**src/hw/rtl/isadma_pkg.sv**
```systemverilog
// ----------------------------------------------------------------------------
// ISA DMA controller package
// Shared widths, port numbers, result codes and control structs of the
// emulated four-channel ISA DMA controller.
// ----------------------------------------------------------------------------
package isadma_pkg;

    // Page size that a transfer piece never crosses (a power of two).
    localparam int PAGE_BYTES = 4096;
    localparam int PAGE_BITS  = $clog2(PAGE_BYTES);
    localparam int PAGE_W     = PAGE_BITS + 1;

    localparam int NUM_CHANS  = 4;
    localparam int CHAN_W     = 2;
    localparam int ADDR_W     = 24;
    localparam int LEN_W      = 16;
    localparam int COUNT_W    = 17;
    localparam int PIECE_W    = 13;
    localparam int MASK_W     = 6;
    localparam int MODE_W     = 2;
    localparam int PORT_W     = 16;
    localparam int DATA_W     = 8;
    localparam int STATUS_W   = 2;

    // At most this many results come out of one transfer request.
    localparam int MAX_PIECES = 17;
    localparam int IDX_W      = $clog2(MAX_PIECES);

    // Only channel 2 has its page, address and count ports decoded.
    localparam logic [CHAN_W-1:0] PAGED_CHAN = 2'd2;

    // Command codes.
    localparam logic CMD_PORT_WRITE = 1'b0;
    localparam logic CMD_TRANSFER   = 1'b1;

    // Result kinds.
    localparam logic KIND_STATUS = 1'b0;
    localparam logic KIND_PIECE  = 1'b1;

    // Status codes.
    localparam logic [STATUS_W-1:0] ST_OK       = 2'd0;
    localparam logic [STATUS_W-1:0] ST_NO_PORT  = 2'd1;
    localparam logic [STATUS_W-1:0] ST_BAD_MODE = 2'd2;

    // Decoded I/O ports.
    localparam logic [PORT_W-1:0] PORT_ADDR2  = 16'h0004;
    localparam logic [PORT_W-1:0] PORT_COUNT2 = 16'h0005;
    localparam logic [PORT_W-1:0] PORT_MASK   = 16'h000a;
    localparam logic [PORT_W-1:0] PORT_MODE   = 16'h000b;
    localparam logic [PORT_W-1:0] PORT_CLEAR  = 16'h000c;
    localparam logic [PORT_W-1:0] PORT_PAGE2  = 16'h0081;

    // Register file write request from the sequencer.
    typedef struct packed {
        logic                port_we;
        logic [PORT_W-1:0]   port;
        logic [DATA_W-1:0]   data;
        logic                addr_we;
        logic [CHAN_W-1:0]   ch;
        logic [ADDR_W-1:0]   addr;
    } t_reg_wr;

    // Result of one step of the piece unit.
    typedef struct packed {
        logic [COUNT_W-1:0]  piece;
        logic [ADDR_W-1:0]   next_addr;
        logic                final_piece;
    } t_piece_res;

endpackage

```
**src/hw/rtl/isadma_in_if.sv**
```systemverilog
// ----------------------------------------------------------------------------
// ISA DMA request channel
// Valid/ready channel that carries port writes and transfer requests.
// ----------------------------------------------------------------------------
interface isadma_in_if;
    logic                              valid;
    logic                              ready;
    logic                              command;
    logic [isadma_pkg::PORT_W-1:0]     port;
    logic [isadma_pkg::DATA_W-1:0]     data_byte;
    logic [isadma_pkg::CHAN_W-1:0]     channel;
    logic [isadma_pkg::COUNT_W-1:0]    byte_count;
    logic                              direction;

    modport source (output valid, command, port, data_byte, channel, byte_count,
                    direction, input ready);
    modport sink (input valid, command, port, data_byte, channel, byte_count,
                  direction, output ready);
endinterface

```
**src/hw/rtl/isadma_out_if.sv**
```systemverilog
// ----------------------------------------------------------------------------
// ISA DMA result channel
// Valid/ready channel that carries port-write status and transfer pieces.
// ----------------------------------------------------------------------------
interface isadma_out_if;
    logic                              valid;
    logic                              ready;
    logic                              kind;
    logic [isadma_pkg::STATUS_W-1:0]   status;
    logic [isadma_pkg::ADDR_W-1:0]     mem_address;
    logic [isadma_pkg::PIECE_W-1:0]    piece_length;
    logic [isadma_pkg::COUNT_W-1:0]    buffer_offset;
    logic                              to_buffer;
    logic [isadma_pkg::COUNT_W-1:0]    granted_count;
    logic                              last;

    modport source (output valid, kind, status, mem_address, piece_length,
                    buffer_offset, to_buffer, granted_count, last, input ready);
    modport sink (input valid, kind, status, mem_address, piece_length,
                  buffer_offset, to_buffer, granted_count, last, output ready);
endinterface

```
**src/hw/rtl/isadma_regs.sv**
```systemverilog
// ----------------------------------------------------------------------------
// ISA DMA register file
// Channel address, length, mask and mode registers, the byte flip-flop and
// the port decode that updates them and reports a status.
// ----------------------------------------------------------------------------
module isadma_regs (
    input  logic                                i_clk,
    input  logic                                i_rst_n,
    input  isadma_pkg::t_reg_wr                 i_wr,
    input  logic [isadma_pkg::CHAN_W-1:0]       i_rd_ch,
    output logic [isadma_pkg::ADDR_W-1:0]       o_rd_addr,
    output logic [isadma_pkg::LEN_W-1:0]        o_rd_len,
    output logic [isadma_pkg::STATUS_W-1:0]     o_status
);

    logic [isadma_pkg::ADDR_W-1:0] r_chan_address [isadma_pkg::NUM_CHANS];
    logic [isadma_pkg::LEN_W-1:0]  r_chan_length  [isadma_pkg::NUM_CHANS];
    logic [isadma_pkg::MASK_W-1:0] r_chan_mask    [isadma_pkg::NUM_CHANS];
    logic [isadma_pkg::MODE_W-1:0] r_chan_mode    [isadma_pkg::NUM_CHANS];
    logic                          r_byte_ff;
    logic [isadma_pkg::CHAN_W-1:0] wr_sel;

    assign wr_sel    = i_wr.data[isadma_pkg::CHAN_W-1:0];
    assign o_rd_addr = r_chan_address[i_rd_ch];
    assign o_rd_len  = r_chan_length[i_rd_ch];

    // Status of the port write that is presented on i_wr.
    always_comb begin
        if (i_wr.port == isadma_pkg::PORT_MODE) begin
            o_status = (i_wr.data[7:4] == 4'd0) ? isadma_pkg::ST_BAD_MODE
                                                : isadma_pkg::ST_OK;
        end else if (i_wr.port inside {isadma_pkg::PORT_MASK, isadma_pkg::PORT_CLEAR,
                                       isadma_pkg::PORT_PAGE2, isadma_pkg::PORT_ADDR2,
                                       isadma_pkg::PORT_COUNT2}) begin
            o_status = isadma_pkg::ST_OK;
        end else begin
            o_status = isadma_pkg::ST_NO_PORT;
        end
    end

    always_ff @(posedge i_clk) begin
        if (!i_rst_n) begin
            for (int i = 0; i < isadma_pkg::NUM_CHANS; i++) begin
                r_chan_address[i] <= '0;
                r_chan_length[i]  <= '0;
                r_chan_mask[i]    <= '0;
                r_chan_mode[i]    <= '0;
            end
            r_byte_ff <= 1'b0;
        end else begin
            if (i_wr.port_we) begin
                case (i_wr.port)
                    isadma_pkg::PORT_MASK: begin
                        r_chan_mask[wr_sel] <= i_wr.data[7:2];
                    end
                    isadma_pkg::PORT_MODE: begin
                        r_chan_mode[wr_sel] <= i_wr.data[3:2];
                    end
                    isadma_pkg::PORT_CLEAR: begin
                        r_byte_ff <= 1'b0;
                    end
                    isadma_pkg::PORT_PAGE2: begin
                        r_chan_address[isadma_pkg::PAGED_CHAN][23:16] <= i_wr.data;
                    end
                    isadma_pkg::PORT_ADDR2: begin
                        if (r_byte_ff) begin
                            r_chan_address[isadma_pkg::PAGED_CHAN][15:8] <= i_wr.data;
                        end else begin
                            r_chan_address[isadma_pkg::PAGED_CHAN][7:0] <= i_wr.data;
                        end
                        r_byte_ff <= ~r_byte_ff;
                    end
                    isadma_pkg::PORT_COUNT2: begin
                        if (r_byte_ff) begin
                            r_chan_length[isadma_pkg::PAGED_CHAN][15:8] <= i_wr.data;
                        end else begin
                            r_chan_length[isadma_pkg::PAGED_CHAN][7:0] <= i_wr.data;
                        end
                        r_byte_ff <= ~r_byte_ff;
                    end
                    default: begin
                    end
                endcase
            end
            if (i_wr.addr_we) begin
                r_chan_address[i_wr.ch] <= i_wr.addr;
            end
        end
    end

endmodule

```
**src/hw/rtl/isadma_piece_unit.sv**
```systemverilog
// ----------------------------------------------------------------------------
// ISA DMA piece unit
// Shared step of the transfer split: bytes left in the current page, the
// piece length, the advanced channel address and the final-piece flag.
// ----------------------------------------------------------------------------
module isadma_piece_unit (
    input  logic [isadma_pkg::ADDR_W-1:0]   i_addr,
    input  logic [isadma_pkg::COUNT_W-1:0]  i_rem,
    input  logic [isadma_pkg::IDX_W-1:0]    i_idx,
    output isadma_pkg::t_piece_res          o_res
);

    logic [isadma_pkg::PAGE_W-1:0]  page_left;
    logic [isadma_pkg::COUNT_W-1:0] page_left_x;
    logic [isadma_pkg::COUNT_W-1:0] piece;
    logic [isadma_pkg::COUNT_W-1:0] step;
    logic                           at_limit;

    assign page_left   = isadma_pkg::PAGE_W'(isadma_pkg::PAGE_BYTES)
                       - {1'b0, i_addr[isadma_pkg::PAGE_BITS-1:0]};
    assign page_left_x = isadma_pkg::COUNT_W'(page_left);
    assign piece       = (page_left_x > i_rem) ? i_rem : page_left_x;
    assign at_limit    = (i_idx == isadma_pkg::IDX_W'(isadma_pkg::MAX_PIECES - 1));

    // On the last reportable piece the address skips over the whole remainder,
    // so pieces that are not reported still move the channel address.
    assign step = at_limit ? i_rem : piece;

    assign o_res.piece       = piece;
    assign o_res.next_addr   = i_addr + isadma_pkg::ADDR_W'(step);
    assign o_res.final_piece = (piece == i_rem) || at_limit;

endmodule

```
**src/hw/rtl/isa_dma_channel_controller.sv**
```systemverilog
// ----------------------------------------------------------------------------
// ISA DMA channel controller
// Emulated four-channel ISA DMA controller: port writes and page-split
// transfer requests, with results issued by a sequencer.
// ----------------------------------------------------------------------------
// A port write's status is registered in the EXEC state, once the output register is free.
// A transfer settles its grant in the EXEC state, then registers one piece per cycle
// in the PIECE state while the output register is free or being drained.
// A transfer gives up to 17 pieces, all from the single piece unit; a new request
// is taken only once the previous one is finished.
// Reset (i_rst_n low, synchronous) clears all channel registers and the flow.
// ----------------------------------------------------------------------------
module isa_dma_channel_controller (
    input  logic          i_clk,
    input  logic          i_rst_n,
    isadma_in_if.sink     i_req,
    isadma_out_if.source  o_res
);

    // Sequencer states.
    localparam logic [1:0] S_IDLE  = 2'd0;
    localparam logic [1:0] S_EXEC  = 2'd1;
    localparam logic [1:0] S_PIECE = 2'd2;

    logic [1:0] r_state, n_state;

    // Request held for the duration of its work.
    logic                                r_cmd;
    logic [isadma_pkg::PORT_W-1:0]       r_port;
    logic [isadma_pkg::DATA_W-1:0]       r_data;
    logic [isadma_pkg::CHAN_W-1:0]       r_ch;
    logic [isadma_pkg::COUNT_W-1:0]      r_count, n_count;
    logic                                r_dir;

    // Iteration state of a transfer.
    logic [isadma_pkg::COUNT_W-1:0]      r_rem, n_rem;
    logic [isadma_pkg::COUNT_W-1:0]      r_off, n_off;
    logic [isadma_pkg::IDX_W-1:0]        r_idx, n_idx;

    // Output register.
    logic                                r_o_valid, n_o_valid;
    logic                                r_o_kind, n_o_kind;
    logic [isadma_pkg::STATUS_W-1:0]     r_o_status, n_o_status;
    logic [isadma_pkg::ADDR_W-1:0]       r_o_addr, n_o_addr;
    logic [isadma_pkg::PIECE_W-1:0]      r_o_len, n_o_len;
    logic [isadma_pkg::COUNT_W-1:0]      r_o_off, n_o_off;
    logic                                r_o_dir, n_o_dir;
    logic [isadma_pkg::COUNT_W-1:0]      r_o_granted, n_o_granted;
    logic                                r_o_last, n_o_last;

    isadma_pkg::t_reg_wr                 reg_wr;
    isadma_pkg::t_piece_res              piece_res;
    logic [isadma_pkg::ADDR_W-1:0]       rd_addr;
    logic [isadma_pkg::LEN_W-1:0]        rd_len;
    logic [isadma_pkg::STATUS_W-1:0]     wr_status;
    logic [isadma_pkg::COUNT_W-1:0]      len_plus_one;
    logic                                slot_free;
    logic                                req_take;

    isadma_regs u_regs (
        .i_clk     (i_clk),
        .i_rst_n   (i_rst_n),
        .i_wr      (reg_wr),
        .i_rd_ch   (r_ch),
        .o_rd_addr (rd_addr),
        .o_rd_len  (rd_len),
        .o_status  (wr_status)
    );

    isadma_piece_unit u_piece (
        .i_addr (rd_addr),
        .i_rem  (r_rem),
        .i_idx  (r_idx),
        .o_res  (piece_res)
    );

    // A new request is taken only between items; a finished result may still
    // sit in the output register while the next request is taken.
    assign i_req.ready = (r_state == S_IDLE);
    assign req_take    = i_req.valid && i_req.ready;

    // The output register can take a new result when empty or being drained.
    assign slot_free = !r_o_valid || o_res.ready;

    // The grant never exceeds the channel length plus one.
    assign len_plus_one = {1'b0, rd_len} + isadma_pkg::COUNT_W'(1);

    always_comb begin
        n_state     = r_state;
        n_count     = r_count;
        n_rem       = r_rem;
        n_off       = r_off;
        n_idx       = r_idx;
        n_o_valid   = r_o_valid && !o_res.ready;
        n_o_kind    = r_o_kind;
        n_o_status  = r_o_status;
        n_o_addr    = r_o_addr;
        n_o_len     = r_o_len;
        n_o_off     = r_o_off;
        n_o_dir     = r_o_dir;
        n_o_granted = r_o_granted;
        n_o_last    = r_o_last;

        reg_wr.port_we = 1'b0;
        reg_wr.port    = r_port;
        reg_wr.data    = r_data;
        reg_wr.addr_we = 1'b0;
        reg_wr.ch      = r_ch;
        reg_wr.addr    = piece_res.next_addr;

        case (r_state)
            S_IDLE: begin
                if (req_take) begin
                    n_state = S_EXEC;
                end
            end
            S_EXEC: begin
                if (r_cmd == isadma_pkg::CMD_PORT_WRITE) begin
                    // Port write: update the registers and report a status.
                    if (slot_free) begin
                        reg_wr.port_we = 1'b1;
                        n_o_valid      = 1'b1;
                        n_o_kind       = isadma_pkg::KIND_STATUS;
                        n_o_status     = wr_status;
                        n_o_addr       = '0;
                        n_o_len        = '0;
                        n_o_off        = '0;
                        n_o_dir        = 1'b0;
                        n_o_granted    = '0;
                        n_o_last       = 1'b1;
                        n_state        = S_IDLE;
                    end
                end else begin
                    // Transfer: settle the grant, then split it into pieces.
                    if (r_count > {1'b0, rd_len}) begin
                        n_count = len_plus_one;
                        n_rem   = len_plus_one;
                    end else begin
                        n_count = r_count;
                        n_rem   = r_count;
                    end
                    n_off   = '0;
                    n_idx   = '0;
                    n_state = S_PIECE;
                end
            end
            S_PIECE: begin
                // One page piece per cycle while the output slot is free; an empty grant gives
                // one piece of length zero at the current address.
                if (slot_free) begin
                    reg_wr.addr_we = 1'b1;
                    n_o_valid      = 1'b1;
                    n_o_kind       = isadma_pkg::KIND_PIECE;
                    n_o_status     = isadma_pkg::ST_OK;
                    n_o_addr       = rd_addr;
                    n_o_len        = piece_res.piece[isadma_pkg::PIECE_W-1:0];
                    n_o_off        = r_off;
                    n_o_dir        = r_dir;
                    n_o_granted    = r_count;
                    n_o_last       = piece_res.final_piece;
                    n_rem          = r_rem - piece_res.piece;
                    n_off          = r_off + piece_res.piece;
                    n_idx          = r_idx + isadma_pkg::IDX_W'(1);
                    if (piece_res.final_piece) begin
                        n_state = S_IDLE;
                    end
                end
            end
            default: begin
                n_state = S_IDLE;
            end
        endcase
    end

    // Control state.
    always_ff @(posedge i_clk) begin
        if (!i_rst_n) begin
            r_state   <= S_IDLE;
            r_o_valid <= 1'b0;
        end else begin
            r_state   <= n_state;
            r_o_valid <= n_o_valid;
        end
    end

    // Payload registers.
    always_ff @(posedge i_clk) begin
        if (req_take) begin
            r_cmd   <= i_req.command;
            r_port  <= i_req.port;
            r_data  <= i_req.data_byte;
            r_ch    <= i_req.channel;
            r_count <= i_req.byte_count;
            r_dir   <= i_req.direction;
        end else begin
            r_count <= n_count;
        end
        r_rem       <= n_rem;
        r_off       <= n_off;
        r_idx       <= n_idx;
        r_o_kind    <= n_o_kind;
        r_o_status  <= n_o_status;
        r_o_addr    <= n_o_addr;
        r_o_len     <= n_o_len;
        r_o_off     <= n_o_off;
        r_o_dir     <= n_o_dir;
        r_o_granted <= n_o_granted;
        r_o_last    <= n_o_last;
    end

    assign o_res.valid         = r_o_valid;
    assign o_res.kind          = r_o_kind;
    assign o_res.status        = r_o_status;
    assign o_res.mem_address   = r_o_addr;
    assign o_res.piece_length  = r_o_len;
    assign o_res.buffer_offset = r_o_off;
    assign o_res.to_buffer     = r_o_dir;
    assign o_res.granted_count = r_o_granted;
    assign o_res.last          = r_o_last;

endmodule

```
**src/flat_wrapper.sv**
```systemverilog
// flat-port wrapper written by rule: the top's interface ports become plain ports
module isa_dma_channel_controller_flat 
  (i_clk, i_rst_n, i_req_valid, i_req_command, i_req_port, i_req_data_byte, i_req_channel, i_req_byte_count, i_req_direction, i_req_ready, o_res_valid, o_res_kind, o_res_status, o_res_mem_address, o_res_piece_length, o_res_buffer_offset, o_res_to_buffer, o_res_granted_count, o_res_last, o_res_ready);
  isadma_in_if i_req_i ();
  isadma_out_if o_res_i ();
  input  logic i_clk;
  input  logic i_rst_n;
  input wire logic [$bits(i_req_i.valid)-1:0] i_req_valid;
  input wire logic [$bits(i_req_i.command)-1:0] i_req_command;
  input wire logic [$bits(i_req_i.port)-1:0] i_req_port;
  input wire logic [$bits(i_req_i.data_byte)-1:0] i_req_data_byte;
  input wire logic [$bits(i_req_i.channel)-1:0] i_req_channel;
  input wire logic [$bits(i_req_i.byte_count)-1:0] i_req_byte_count;
  input wire logic [$bits(i_req_i.direction)-1:0] i_req_direction;
  output wire logic [$bits(i_req_i.ready)-1:0] i_req_ready;
  output wire logic [$bits(o_res_i.valid)-1:0] o_res_valid;
  output wire logic [$bits(o_res_i.kind)-1:0] o_res_kind;
  output wire logic [$bits(o_res_i.status)-1:0] o_res_status;
  output wire logic [$bits(o_res_i.mem_address)-1:0] o_res_mem_address;
  output wire logic [$bits(o_res_i.piece_length)-1:0] o_res_piece_length;
  output wire logic [$bits(o_res_i.buffer_offset)-1:0] o_res_buffer_offset;
  output wire logic [$bits(o_res_i.to_buffer)-1:0] o_res_to_buffer;
  output wire logic [$bits(o_res_i.granted_count)-1:0] o_res_granted_count;
  output wire logic [$bits(o_res_i.last)-1:0] o_res_last;
  input wire logic [$bits(o_res_i.ready)-1:0] o_res_ready;
  assign i_req_i.valid = i_req_valid;
  assign i_req_i.command = i_req_command;
  assign i_req_i.port = i_req_port;
  assign i_req_i.data_byte = i_req_data_byte;
  assign i_req_i.channel = i_req_channel;
  assign i_req_i.byte_count = i_req_byte_count;
  assign i_req_i.direction = i_req_direction;
  assign i_req_ready = i_req_i.ready;
  assign o_res_valid = o_res_i.valid;
  assign o_res_kind = o_res_i.kind;
  assign o_res_status = o_res_i.status;
  assign o_res_mem_address = o_res_i.mem_address;
  assign o_res_piece_length = o_res_i.piece_length;
  assign o_res_buffer_offset = o_res_i.buffer_offset;
  assign o_res_to_buffer = o_res_i.to_buffer;
  assign o_res_granted_count = o_res_i.granted_count;
  assign o_res_last = o_res_i.last;
  assign o_res_i.ready = o_res_ready;
  isa_dma_channel_controller u_core (.i_clk(i_clk), .i_rst_n(i_rst_n), .i_req(i_req_i), .o_res(o_res_i));
endmodule
```
**config.mk**
```make
export PLATFORM = sky130hd
export DESIGN_NAME = isa_dma_channel_controller_flat
export DESIGN_NICKNAME = d
export VERILOG_FILES = /design/src/hw/rtl/isadma_pkg.sv /design/src/hw/rtl/isadma_in_if.sv /design/src/hw/rtl/isadma_out_if.sv /design/src/hw/rtl/isadma_regs.sv /design/src/hw/rtl/isadma_piece_unit.sv /design/src/hw/rtl/isa_dma_channel_controller.sv /design/src/flat_wrapper.sv
export SDC_FILE = /design/constraint.sdc
export NUM_CORES = 1
export LEC_CHECK = 0
export BUFFER_PORTS_ARGS = -buffer_cell sky130_fd_sc_hd__buf_4
export CORE_ASPECT_RATIO = 0.7
export CORE_UTILIZATION = 45
export CTS_CLUSTER_SIZE = 16
export DETAILED_ROUTE_END_ITERATION = 10
export SYNTH_ARGS = -nofsm -noshare
export SYNTH_HDL_FRONTEND = slang
export SYNTH_SLANG_ARGS = --single-unit
export TNS_END_PERCENT = 100
```
**constraint.sdc**
```tcl
create_clock -name i_clk -period 8.5 [get_ports i_clk]
set_clock_uncertainty 0.2 [all_clocks]
set_input_delay 2.125 -clock i_clk [delete_from_list [all_inputs] [get_ports i_clk]]
set_output_delay 2.125 -clock i_clk [all_outputs]
set_load 0.01 [all_outputs]
```
Word level (Yosys, flattened, before mapping):

Memories as Yosys holds them, arrays and structs flattened. A register that Yosys moved wholly into a read port is not among the register bits.
Index checks and enable logic that the tools add are counted.

* register bits: 164
* bits in writable memories: 160
* bits of input ports: 49
* output and inout port bits: 78
* word-level logic and storage cells: 166
* memories kept: 2

* add/subtract/negate cells: 6
* order comparisons: 2
* equal/unequal tests: 17
* multiplexer cells: 93
* bitwise gates (word level): 6
* reduce and logical (&&, ||, !) cells: 20

Memories
* u_core.u_regs.r_chan_address: words 4, width 24, rd ports 1, clocked after memory_dff 1, write ports 4, RTL line isadma_regs.sv:16 `logic [isadma_pkg::ADDR_W-1:0] r_chan_address [isadma_pkg::NUM_CHANS];`
* u_core.u_regs.r_chan_length: words 4, width 16, rd ports 1, clocked after memory_dff 1, write ports 4, RTL line isadma_regs.sv:17 `logic [isadma_pkg::LEN_W-1:0] r_chan_length [isadma_pkg::NUM_CHANS];`

Operators with widths (number)
* 17-bit two-way mux: 13
* 17-bit one-hot mux with 2 select lines: 4
* 24-bit two-way mux: 4
* 16-bit by 4-bit == test with 1-bit output, second input constant: 3
* 24-bit one-hot mux with 2 select lines: 1
* 1-bit two-way mux: 40
* 8-bit two-way mux: 5
* 13-bit two-way mux: 3
* 16-bit by 3-bit == test with 1-bit output, second input constant: 2
* 13-bit one-hot mux with 2 select lines: 1
* 24-bit by 17-bit adder with 24-bit output: 1
* 2-bit two-way mux: 12
* 24-bit OR reduction: 1
* 16-bit by 1-bit adder with 17-bit output, second input constant: 1
* 17-bit adder: 1
* 17-bit == test: 1
* 13-bit by 17-bit greater-than comparator with 1-bit output: 1
* 17-bit by 16-bit greater-than comparator with 1-bit output: 1
* 17-bit subtractor: 1
* 16-bit by 8-bit == test with 1-bit output, second input constant: 1
* 13-bit by 12-bit subtractor with 13-bit output, first input constant: 1
* 5-bit two-way mux: 2
* 1-bit one-hot mux with 2 select lines: 5
* 5-bit one-hot mux with 2 select lines: 1
* other kinds (22): 38

Logic depth before layout (Yosys ltp):

Gate-level depths: netlist (run 1).

* depth after elaboration: 9
* gate-level depth with buffers: 25
* depth with buffers taken out: 23

Modules after synthesis:

A second synthesis (run 1) with hierarchy kept.

* cells, all modules: 1379
* area, all modules: 16021.6 µm²

Modules (own cells, without submodules)
* isa_dma_channel_controller: instances 1, cells each 725, area an instance 8535.7 µm², sequential area each 4864.7 µm²
* isadma_regs: instances 1, cells each 363, area an instance 5255.0 µm², sequential area each 3383.2 µm²
* isadma_piece_unit: instances 1, cells each 291, area an instance 2230.9 µm², sequential area each 0.0 µm²

Worst setup path after synthesis (run 1):

OpenSTA, ideal clock, no wires.

* path kind: reg-to-reg
* start point: register with a tool-made name
* end point: memory u_core.u_regs.r_chan_address[2][16] (netlist name) (data pin)
* setup time: 286 ps
* arrival time: 6603 ps
* data required time: 8014 ps
* path slack: 1411 ps
* cell stages (with the launch flop): 25
* buffers on the path: 3
* period minus slack after synthesis: 7089 ps
* cell sequence: dfxtp_1 buf_6 buf_1 mux4_2 nor4_1 nand2b_1 nor3b_1 ha_1 nand4_1 a21oi_1 a2111oi_0 a221oi_1 nor2_1 clkbuf_1 mux2i_1 ha_1 inv_1 fa_1 nor2b_1 o21a_1 o21ai_0 a211oi_1 nor2_1 a2111oi_0 o21ai_0

RTL lines (RTL line)
* end, declared: isadma_regs.sv:16

==> results.py, run 1 <==
metrics = {
    "sta": {
        "rsz_0062_raised_after_global_routing": "no",
        "transition_time_of_the_tightest_slew_check_pin_ps": 1230,
        "setup_violations": 0,
        "tns_ps": 0,
        "achievable-frequency_mhz": 132,
        "timing.slew.headroom_pct": 17.4,
        "final.hold.worst_slack_ps": 325,
        "finalHoldViolCount": 0,
        "final_period_minus_worst_setup_slack_ps": 7580,
        "min_period_over_period_pct": 89.2,
        "timing.final.max_slew_violations": 0,
        "worst_slack_ps": 922,
    },
    "clock_network": {
        "cts_buffer_depth": 3,
        "clock_sinks": 278,
        "cts.reportedPaths.clkPinSlew_ps": 70,
        "post_cts_resized": 0,
        "ctsHoldBuffers": 0,
        "cts_root_buf": "clkbuf_16",
        "insertion_delay_ps": 570,
        "setup_fix_bufs_post_cts": 0,
        "cts_made_buffers": 28,
        "tritoncts": "built",
        "cts_max_level": 1,
    },
    "synth": {
        "ys_async_sr_fraction_pct": 0,
        "synth-edff-count": 272,
        "ys.warnings.count": 0,
        "distinct_cell_type_count_after_synthesis": 62,
        "synth.avg_cell_area_sq_um": 11.7,
        "register_bit_count_reported_by_yosys": 278,
        "number_of_instances_in_the_synthesized_netlist": 1290,
        "syn-cell-area_sq_um": 15100,
        "synth.yosys.seq_area_share_pct": 54.9,
        "synth_ff_type": "edfxtp_1",
    },
    "place": {
        "pre_cts_slack_ps": 1030,
        "io_buffer_count": 126,
        "finalWeightedCongestion": 0.926,
        "hpwlAfterDp_mm": 27.4,
    },
    "power": {
        "sequentialPowerShare_pct": 37.7,
        "cellLeakagePower_nw": 6.84,
        "vdd_drop_max_mv": 0.162,
        "power.internal_mw": 3.17,
        "share_clk_of_total_power_pct": 26.8,
        "share_comb_of_total_power_pct": 35.5,
        "net-switching-power_mw": 1.68,
        "power_density_nw_per_um2": 277,
        "power_switching_share_pct": 34.7,
    },
    "grt": {
        "grt_util_met1_pct": 34.4,
        "via_count_of_the_first_global_routing_pass": 10100,
        "gr-usage-met2_pct": 32.0,
        "pin_count_of_the_biggest_net_entering_global_routing": 58,
        "gr-usage-met3_pct": 4.61,
        "antenna_violations_before_repair": 0,
        "grt_first_pass_wirelength_mm": 58.8,
        "grt_use_total_pct": 22.2,
        "busiest_layer": "met1",
        "globalRoute.totalOverflow": 0,
    },
    "die": {
        "die_height_um": 155,
        "num_rows": 55,
        "core_region_area_sq_um": 32700,
        "ioPinCount": 127,
        "floorplan.die.width_um": 221,
        "initial_core_util_pct": 46.2,
        "die_area_sq_um": 34300,
    },
    "detailed_routing": {
        "drt_initial_violations": 962,
        "ant_nets": 0,
        "firstDrtPassIters": 5,
        "routed-via-count": 10500,
        "detail_route.wl_per_cell_um": 20.4,
        "routed_wl_mm": 38.2,
        "vias_per_cell": 5.63,
        "remaining_drc_errors": 0,
    },
    "setup_path": {
        "critPathKind": "flip-flop to flip-flop",
        "largest_driver_fanout_on_the_critical_path": 17,
        "critPathRequiredTime_ps": 8580,
        "crit_arrival_ps": 7660,
        "startpoint_type": "flip-flop",
        "setup.worst_path.end_class": "flip-flop",
    },
    "status": {
        "outcome": "completed",
    },
    "finish": {
        "insertedDiodeCount": 0,
        "top_library_cells_by_usage_in_the_layout_fill_and_taps_aside": "edfxtp_1, nor2_1, buf_4",
        "fin_nets": 1551,
        "layout.cells.most_common": "edfxtp_1",
        "layout.filler_cells": 2798,
        "layout-drive-gt1-share_pct": 16.7,
        "layout-area-overhead-vs-synth_pct": 16.0,
    },
    "job": {
        "cap_violations": 0,
    },
    "hold_path": {
        "hold_class": "flip-flop to flip-flop",
    },
}
layer usage:
layer,vias up,share of wire (%)
li1,5024,-
met1,5098,49
met2,340,41
met3,43,7.7
met4,0,1.5
met5,-,0
cell type report:
type | instances | area [sq um] | share of cell area, %
flip-flops and latches | 278 | 8290 | 47.3
inverters | 53 | 199 | 1.14
repair buffers | 144 | 1080 | 6.17
clock buffers | 39 | 782 | 4.46
well taps | 427 | 534 | 3.05
clock inverters | 13 | 184 | 1.05
multi-input cells | 912 | 6460 | 36.9
worst max-delay path, cell delays in order, from the launching register on:
cell and delay (ps):
dfxtp_1 810, mux4_2 490, or3_4 420, nor3b_1 450, nor3b_1 400, ha_1 340
nand4_1 120, a21oi_1 50, a2111oi_0 600, a221oi_2 160, nor2_1 130, buf_4 240
mux2i_1 220, ha_1 190, inv_1 50, fa_1 400, nor2b_1 150, o21a_1 170
o21ai_0 180, a211oi_1 320, buf_4 200, nor2_1 50, a2111oi_0 780, o21ai_0 140
synthesized netlist by cell type, types with 10 or more instances:
master    instances  area (sq um)
nor3_1           11          55.1
nand3_1          35           175
o21ai_0          47           235
nand2b_1         18           113
mux4_2           24           541
a21o_1           22           165
clkbuf_1         43           161
nor2b_1          14          87.6
nand2_1          84           315
a21oi_1          65           325
o211ai_1         10          75.1
xor2_1           39           342
and2_1           80           500
o22ai_1          22           138
o21a_1           11          82.6
nand4_1          15          93.8
nor2_1          155           582
xnor2_1          28           245
edfxtp_1        272          8170
mux2_2           13           146
ha_1             82          1030
inv_1            52           195
mux2i_1          39           390
sequential cells by signal, indices dropped and copies added (netlist names), 17 cells and up, named ones only:
name,flops
u_core.o_res.mem_address,24
u_core.o_res.granted_count,17
u_core.r_rem,17
u_core.u_regs.r_chan_address,96
u_core.r_count,17
u_core.o_res.buffer_offset,17
u_core.r_off,17
path summary, 6_finish.rpt:
| path | startpoint | endpoint | slack (ps) | depth (start not counted) |
|---|---|---|---|---|
| setup / recovery | flip-flop | u_core.u_regs.r_chan_address[2][16] | 920 | 23 |
| hold / removal | u_core.r_dir | u_core.o_res.to_buffer | 320 | 1 |
| setup reg to reg | flip-flop | u_core.u_regs.r_chan_address[2][16] | 920 | 23 |
| hold reg to reg | u_core.r_dir | u_core.o_res.to_buffer | 320 | 1 |
per-stage QoR:
stage	utilization (%)	power [mW]	instance area [sq um]	std cells
final	53.6	4.85	17500	1866
after floorplan	-	3.04	15100	1292
after CTS	53.6	4.87	17500	1866
after detailed placement	50.7	3.55	16600	1814
after global routing	53.6	5.12	17500	1866
after global placement	50.7	3.55	16600	1814
cell families (layout without fill, tap and decap cells):
family | Yosys count | in the layout | share of synthesized area (%)
buf+inv | 102 | 249 | 2.60
mux | 77 | 77 | 7.22
compound gates | 219 | 219 | 9.01
fa+ha+maj | 85 | 85 | 7.19
xor+xnor | 67 | 67 | 3.89
other cells | 1 | 3 | 0.0248
simple gates | 461 | 461 | 15.2
flops | 278 | 278 | 54.9
power groups by stage:
stage | clock (mW) | sequential (mW) | combinational [mW]
floorplan | 0 | 1.86 | 1.18
global placement | 0 | 1.86 | 1.69
detailed placement | 0 | 1.86 | 1.69
CTS | 1.33 | 1.83 | 1.71
global route | 1.38 | 1.85 | 1.90
finish | 1.30 | 1.83 | 1.72
Power figures use the tool's default switching activity.
==> inputs of run 2 (changes only) <==
--- a/config.mk
+++ b/config.mk
@@ -10,6 +10,7 @@
 export CORE_UTILIZATION = 45
 export CTS_CLUSTER_SIZE = 16
 export DETAILED_ROUTE_END_ITERATION = 10
+export GPL_TIMING_DRIVEN = 0
 export SYNTH_ARGS = -nofsm -noshare
 export SYNTH_HDL_FRONTEND = slang
 export SYNTH_SLANG_ARGS = --single-unit
==> constraint.sdc (replaced) <==
create_clock -name i_clk -period 8.63 [get_ports i_clk]
set_clock_uncertainty 0.2 [all_clocks]
set_input_delay 2.1575 -clock i_clk [delete_from_list [all_inputs] [get_ports i_clk]]
set_output_delay 2.1575 -clock i_clk [all_outputs]
set_load 0.01 [all_outputs]
==> run 2 against run 1 <==
  * Largest cell class unchanged
  * Via count is 3.8% higher
  * Die area stayed put
  * Combinational power is 4% higher
  * First-iteration DRC count is 5.1% higher
  * Clock power hardly changed
  * Design area is 1.1% higher
==> results.py, run 2 (same netlist as run 1, synthesis figures left out) <==
metrics = {
    "finish": {
        "regMostFlops": "u_core.u_regs.r_chan_address",
        "layout-drive-gt1-share_pct": 16.2,
        "layout-area-overhead-vs-synth_pct": 17.4,
        "top_library_cells_by_usage_in_the_layout_fill_and_taps_aside": "edfxtp_1, nor2_1, buf_4",
        "seqCellArea_sq_um": 8290,
        "multiInputGateArea_sq_um": 6480,
        "largest_register_ff_count": 96,
        "fin_nets": 1588,
        "layout.filler_cells": 2900,
        "layout.cells.most_common": "edfxtp_1",
    },
    "sta": {
        "min_period_over_period_pct": 94.2,
        "achievable-frequency_mhz": 123,
        "timing.slew.headroom_pct": 8.19,
        "worst_slack_ps": 497,
        "final_period_minus_worst_setup_slack_ps": 8130,
        "transition_time_of_the_tightest_slew_check_pin_ps": 1360,
        "finalHoldViolCount": 0,
        "final.hold.worst_slack_ps": 328,
        "rsz_0062_raised_after_global_routing": "no",
        "tns_ps": 0,
        "timing.final.max_slew_violations": 0,
        "setup_violations": 0,
    },
    "setup_path": {
        "largest_driver_fanout_on_the_critical_path": 10,
        "startpoint_type": "flip-flop",
        "critPathRequiredTime_ps": 8720,
        "crit_arrival_ps": 8220,
        "setup.worst_path.end_class": "flip-flop",
        "critPathKind": "flip-flop to flip-flop",
    },
    "power": {
        "net-switching-power_mw": 1.74,
        "vdd_drop_max_mv": 0.157,
        "power.internal_mw": 3.13,
        "power_switching_share_pct": 35.7,
        "sequentialPowerShare_pct": 36.9,
        "cellLeakagePower_nw": 6.90,
        "share_comb_of_total_power_pct": 36.7,
        "share_clk_of_total_power_pct": 26.4,
        "power_density_nw_per_um2": 275,
    },
    "clock_network": {
        "cts_buffer_depth": 3,
        "cts_max_level": 1,
        "cts.reportedPaths.clkPinSlew_ps": 60,
        "tritoncts": "built",
        "cts_root_buf": "clkbuf_16",
        "clock_sinks": 278,
        "cts_made_buffers": 29,
        "insertion_delay_ps": 580,
    },
    "place": {
        "io_buffer_count": 125,
        "hpwlAfterDp_mm": 30.0,
        "finalWeightedCongestion": 0.872,
        "pre_cts_slack_ps": -1800,
    },
    "die": {
        "ioPinCount": 127,
        "die_height_um": 155,
        "num_rows": 55,
        "core_region_area_sq_um": 32700,
        "initial_core_util_pct": 46.2,
        "floorplan.die.width_um": 221,
        "die_area_sq_um": 34300,
    },
    "grt": {
        "pin_count_of_the_biggest_net_entering_global_routing": 38,
        "grt_use_total_pct": 23.3,
        "grt_first_pass_wirelength_mm": 61.0,
        "via_count_of_the_first_global_routing_pass": 10500,
        "globalRoute.totalOverflow": 0,
        "antenna_violations_before_repair": 0,
    },
    "detailed_routing": {
        "firstDrtPassIters": 6,
        "vias_per_cell": 5.73,
        "routed_wl_mm": 40.0,
        "detail_route.wl_per_cell_um": 21.0,
        "drt_initial_violations": 1011,
        "ant_nets": 0,
        "remaining_drc_errors": 0,
        "routed-via-count": 10900,
    },
    "hold_path": {
        "hold_class": "flip-flop to flip-flop",
    },
    "job": {
        "cap_violations": 0,
    },
    "status": {
        "outcome": "completed",
    },
}
-- run 2: cell types whose count changed in the layout (fill, tap and decap cells not counted), sizes merged --
cell,previous run,this run
inv,53,55
clkinv,7,14
clkinvlp,2,1
clkdlybuf4s15,0,1
clkbuf,39,74
buf,144,137
diode,0,1
-- run 2: worst max-delay path: stages (launching register included) --
cell and delay, ps:
dfxtp_1 320, buf_6 170, clkdlybuf4s15_2 520, mux4_2 680, nor4_1 340, nand2b_1 120, nor3b_1 370, ha_1 350
nand4_1 150, a21oi_1 80, a2111oi_2 560, a221oi_1 350, nor2_2 250, clkbuf_2 340, mux2i_1 250, ha_1 190
inv_1 50, fa_1 410, nor2b_1 160, o21a_1 170, o21ai_0 280, a211oi_4 590, nor2_1 130, a2111oi_2 610
o21ai_0 170
-- run 2: layout make-up --
class                           instances  area share, %
Inverter                               53           1.12
Buffer                                 48           1.14
Tap cell                              427           3.01
Clock buffer                           32           4.16
Timing Repair Buffer                  132           5.93
Multi-Input combinational cell        912           36.6
Sequential cell                       278           46.8
Clock inverter                         21           1.28
Antenna cell                            1         0.0141
-- run 2: path summary, 6_finish.rpt --
path                     start                             endpoint  slack, ps  cells past startpoint
hold reg to reg   u_core.r_dir               u_core.o_res.to_buffer        330                      1
hold / removal    u_core.r_dir               u_core.o_res.to_buffer        330                      1
setup reg to reg     flip-flop  u_core.u_regs.r_chan_address[2][16]        500                     24
setup / recovery     flip-flop  u_core.u_regs.r_chan_address[2][16]        500                     24
-- run 2: per-stage QoR --
| step | instances | cell area (sq um) | total power [mW] | util, % |
|---|---|---|---|---|
| after floorplan | 1292 | 15100 | 2.99 | - |
| after global placement | 1844 | 16600 | 3.53 | 50.7 |
| after detailed placement | 1849 | 16700 | 3.56 | 51.1 |
| after CTS | 1902 | 17700 | 4.87 | 54.2 |
| after global routing | 1903 | 17700 | 5.14 | 54.2 |
| final | 1904 | 17700 | 4.87 | 54.2 |
-- run 2: power by group through the flow --
stage	Combinational, mW	Clock (mW)	Sequential, mW
2_1_floorplan	1.16	0	1.84
3_3_place_gp	1.69	0	1.84
3_5_place_dp	1.74	0	1.82
4_1_cts	1.77	1.31	1.79
5_1_grt	1.96	1.36	1.81
6_report	1.79	1.29	1.79
-- run 2: routing by layer --
layer  wire length [um]  vias to the layer above  global-route usage (%)
met5                  0                        -                       0
met4                663                        0                    4.66
met3               3390                       48                    5.12
met2              16400                      388                    33.1
met1              19500                     5375                    36.1
li1                   -                     5095                       -
-- run 2: what timing repair did --
action / in CTS / in global routing
hold buffers: 0 / 0
pin swaps: 0 / 2
endpoints found under the hold margin: 0 / 0
gates resized for setup: 12 / 1
setup endpoints to repair: 56 / 26
setup buffers: 0 / 2
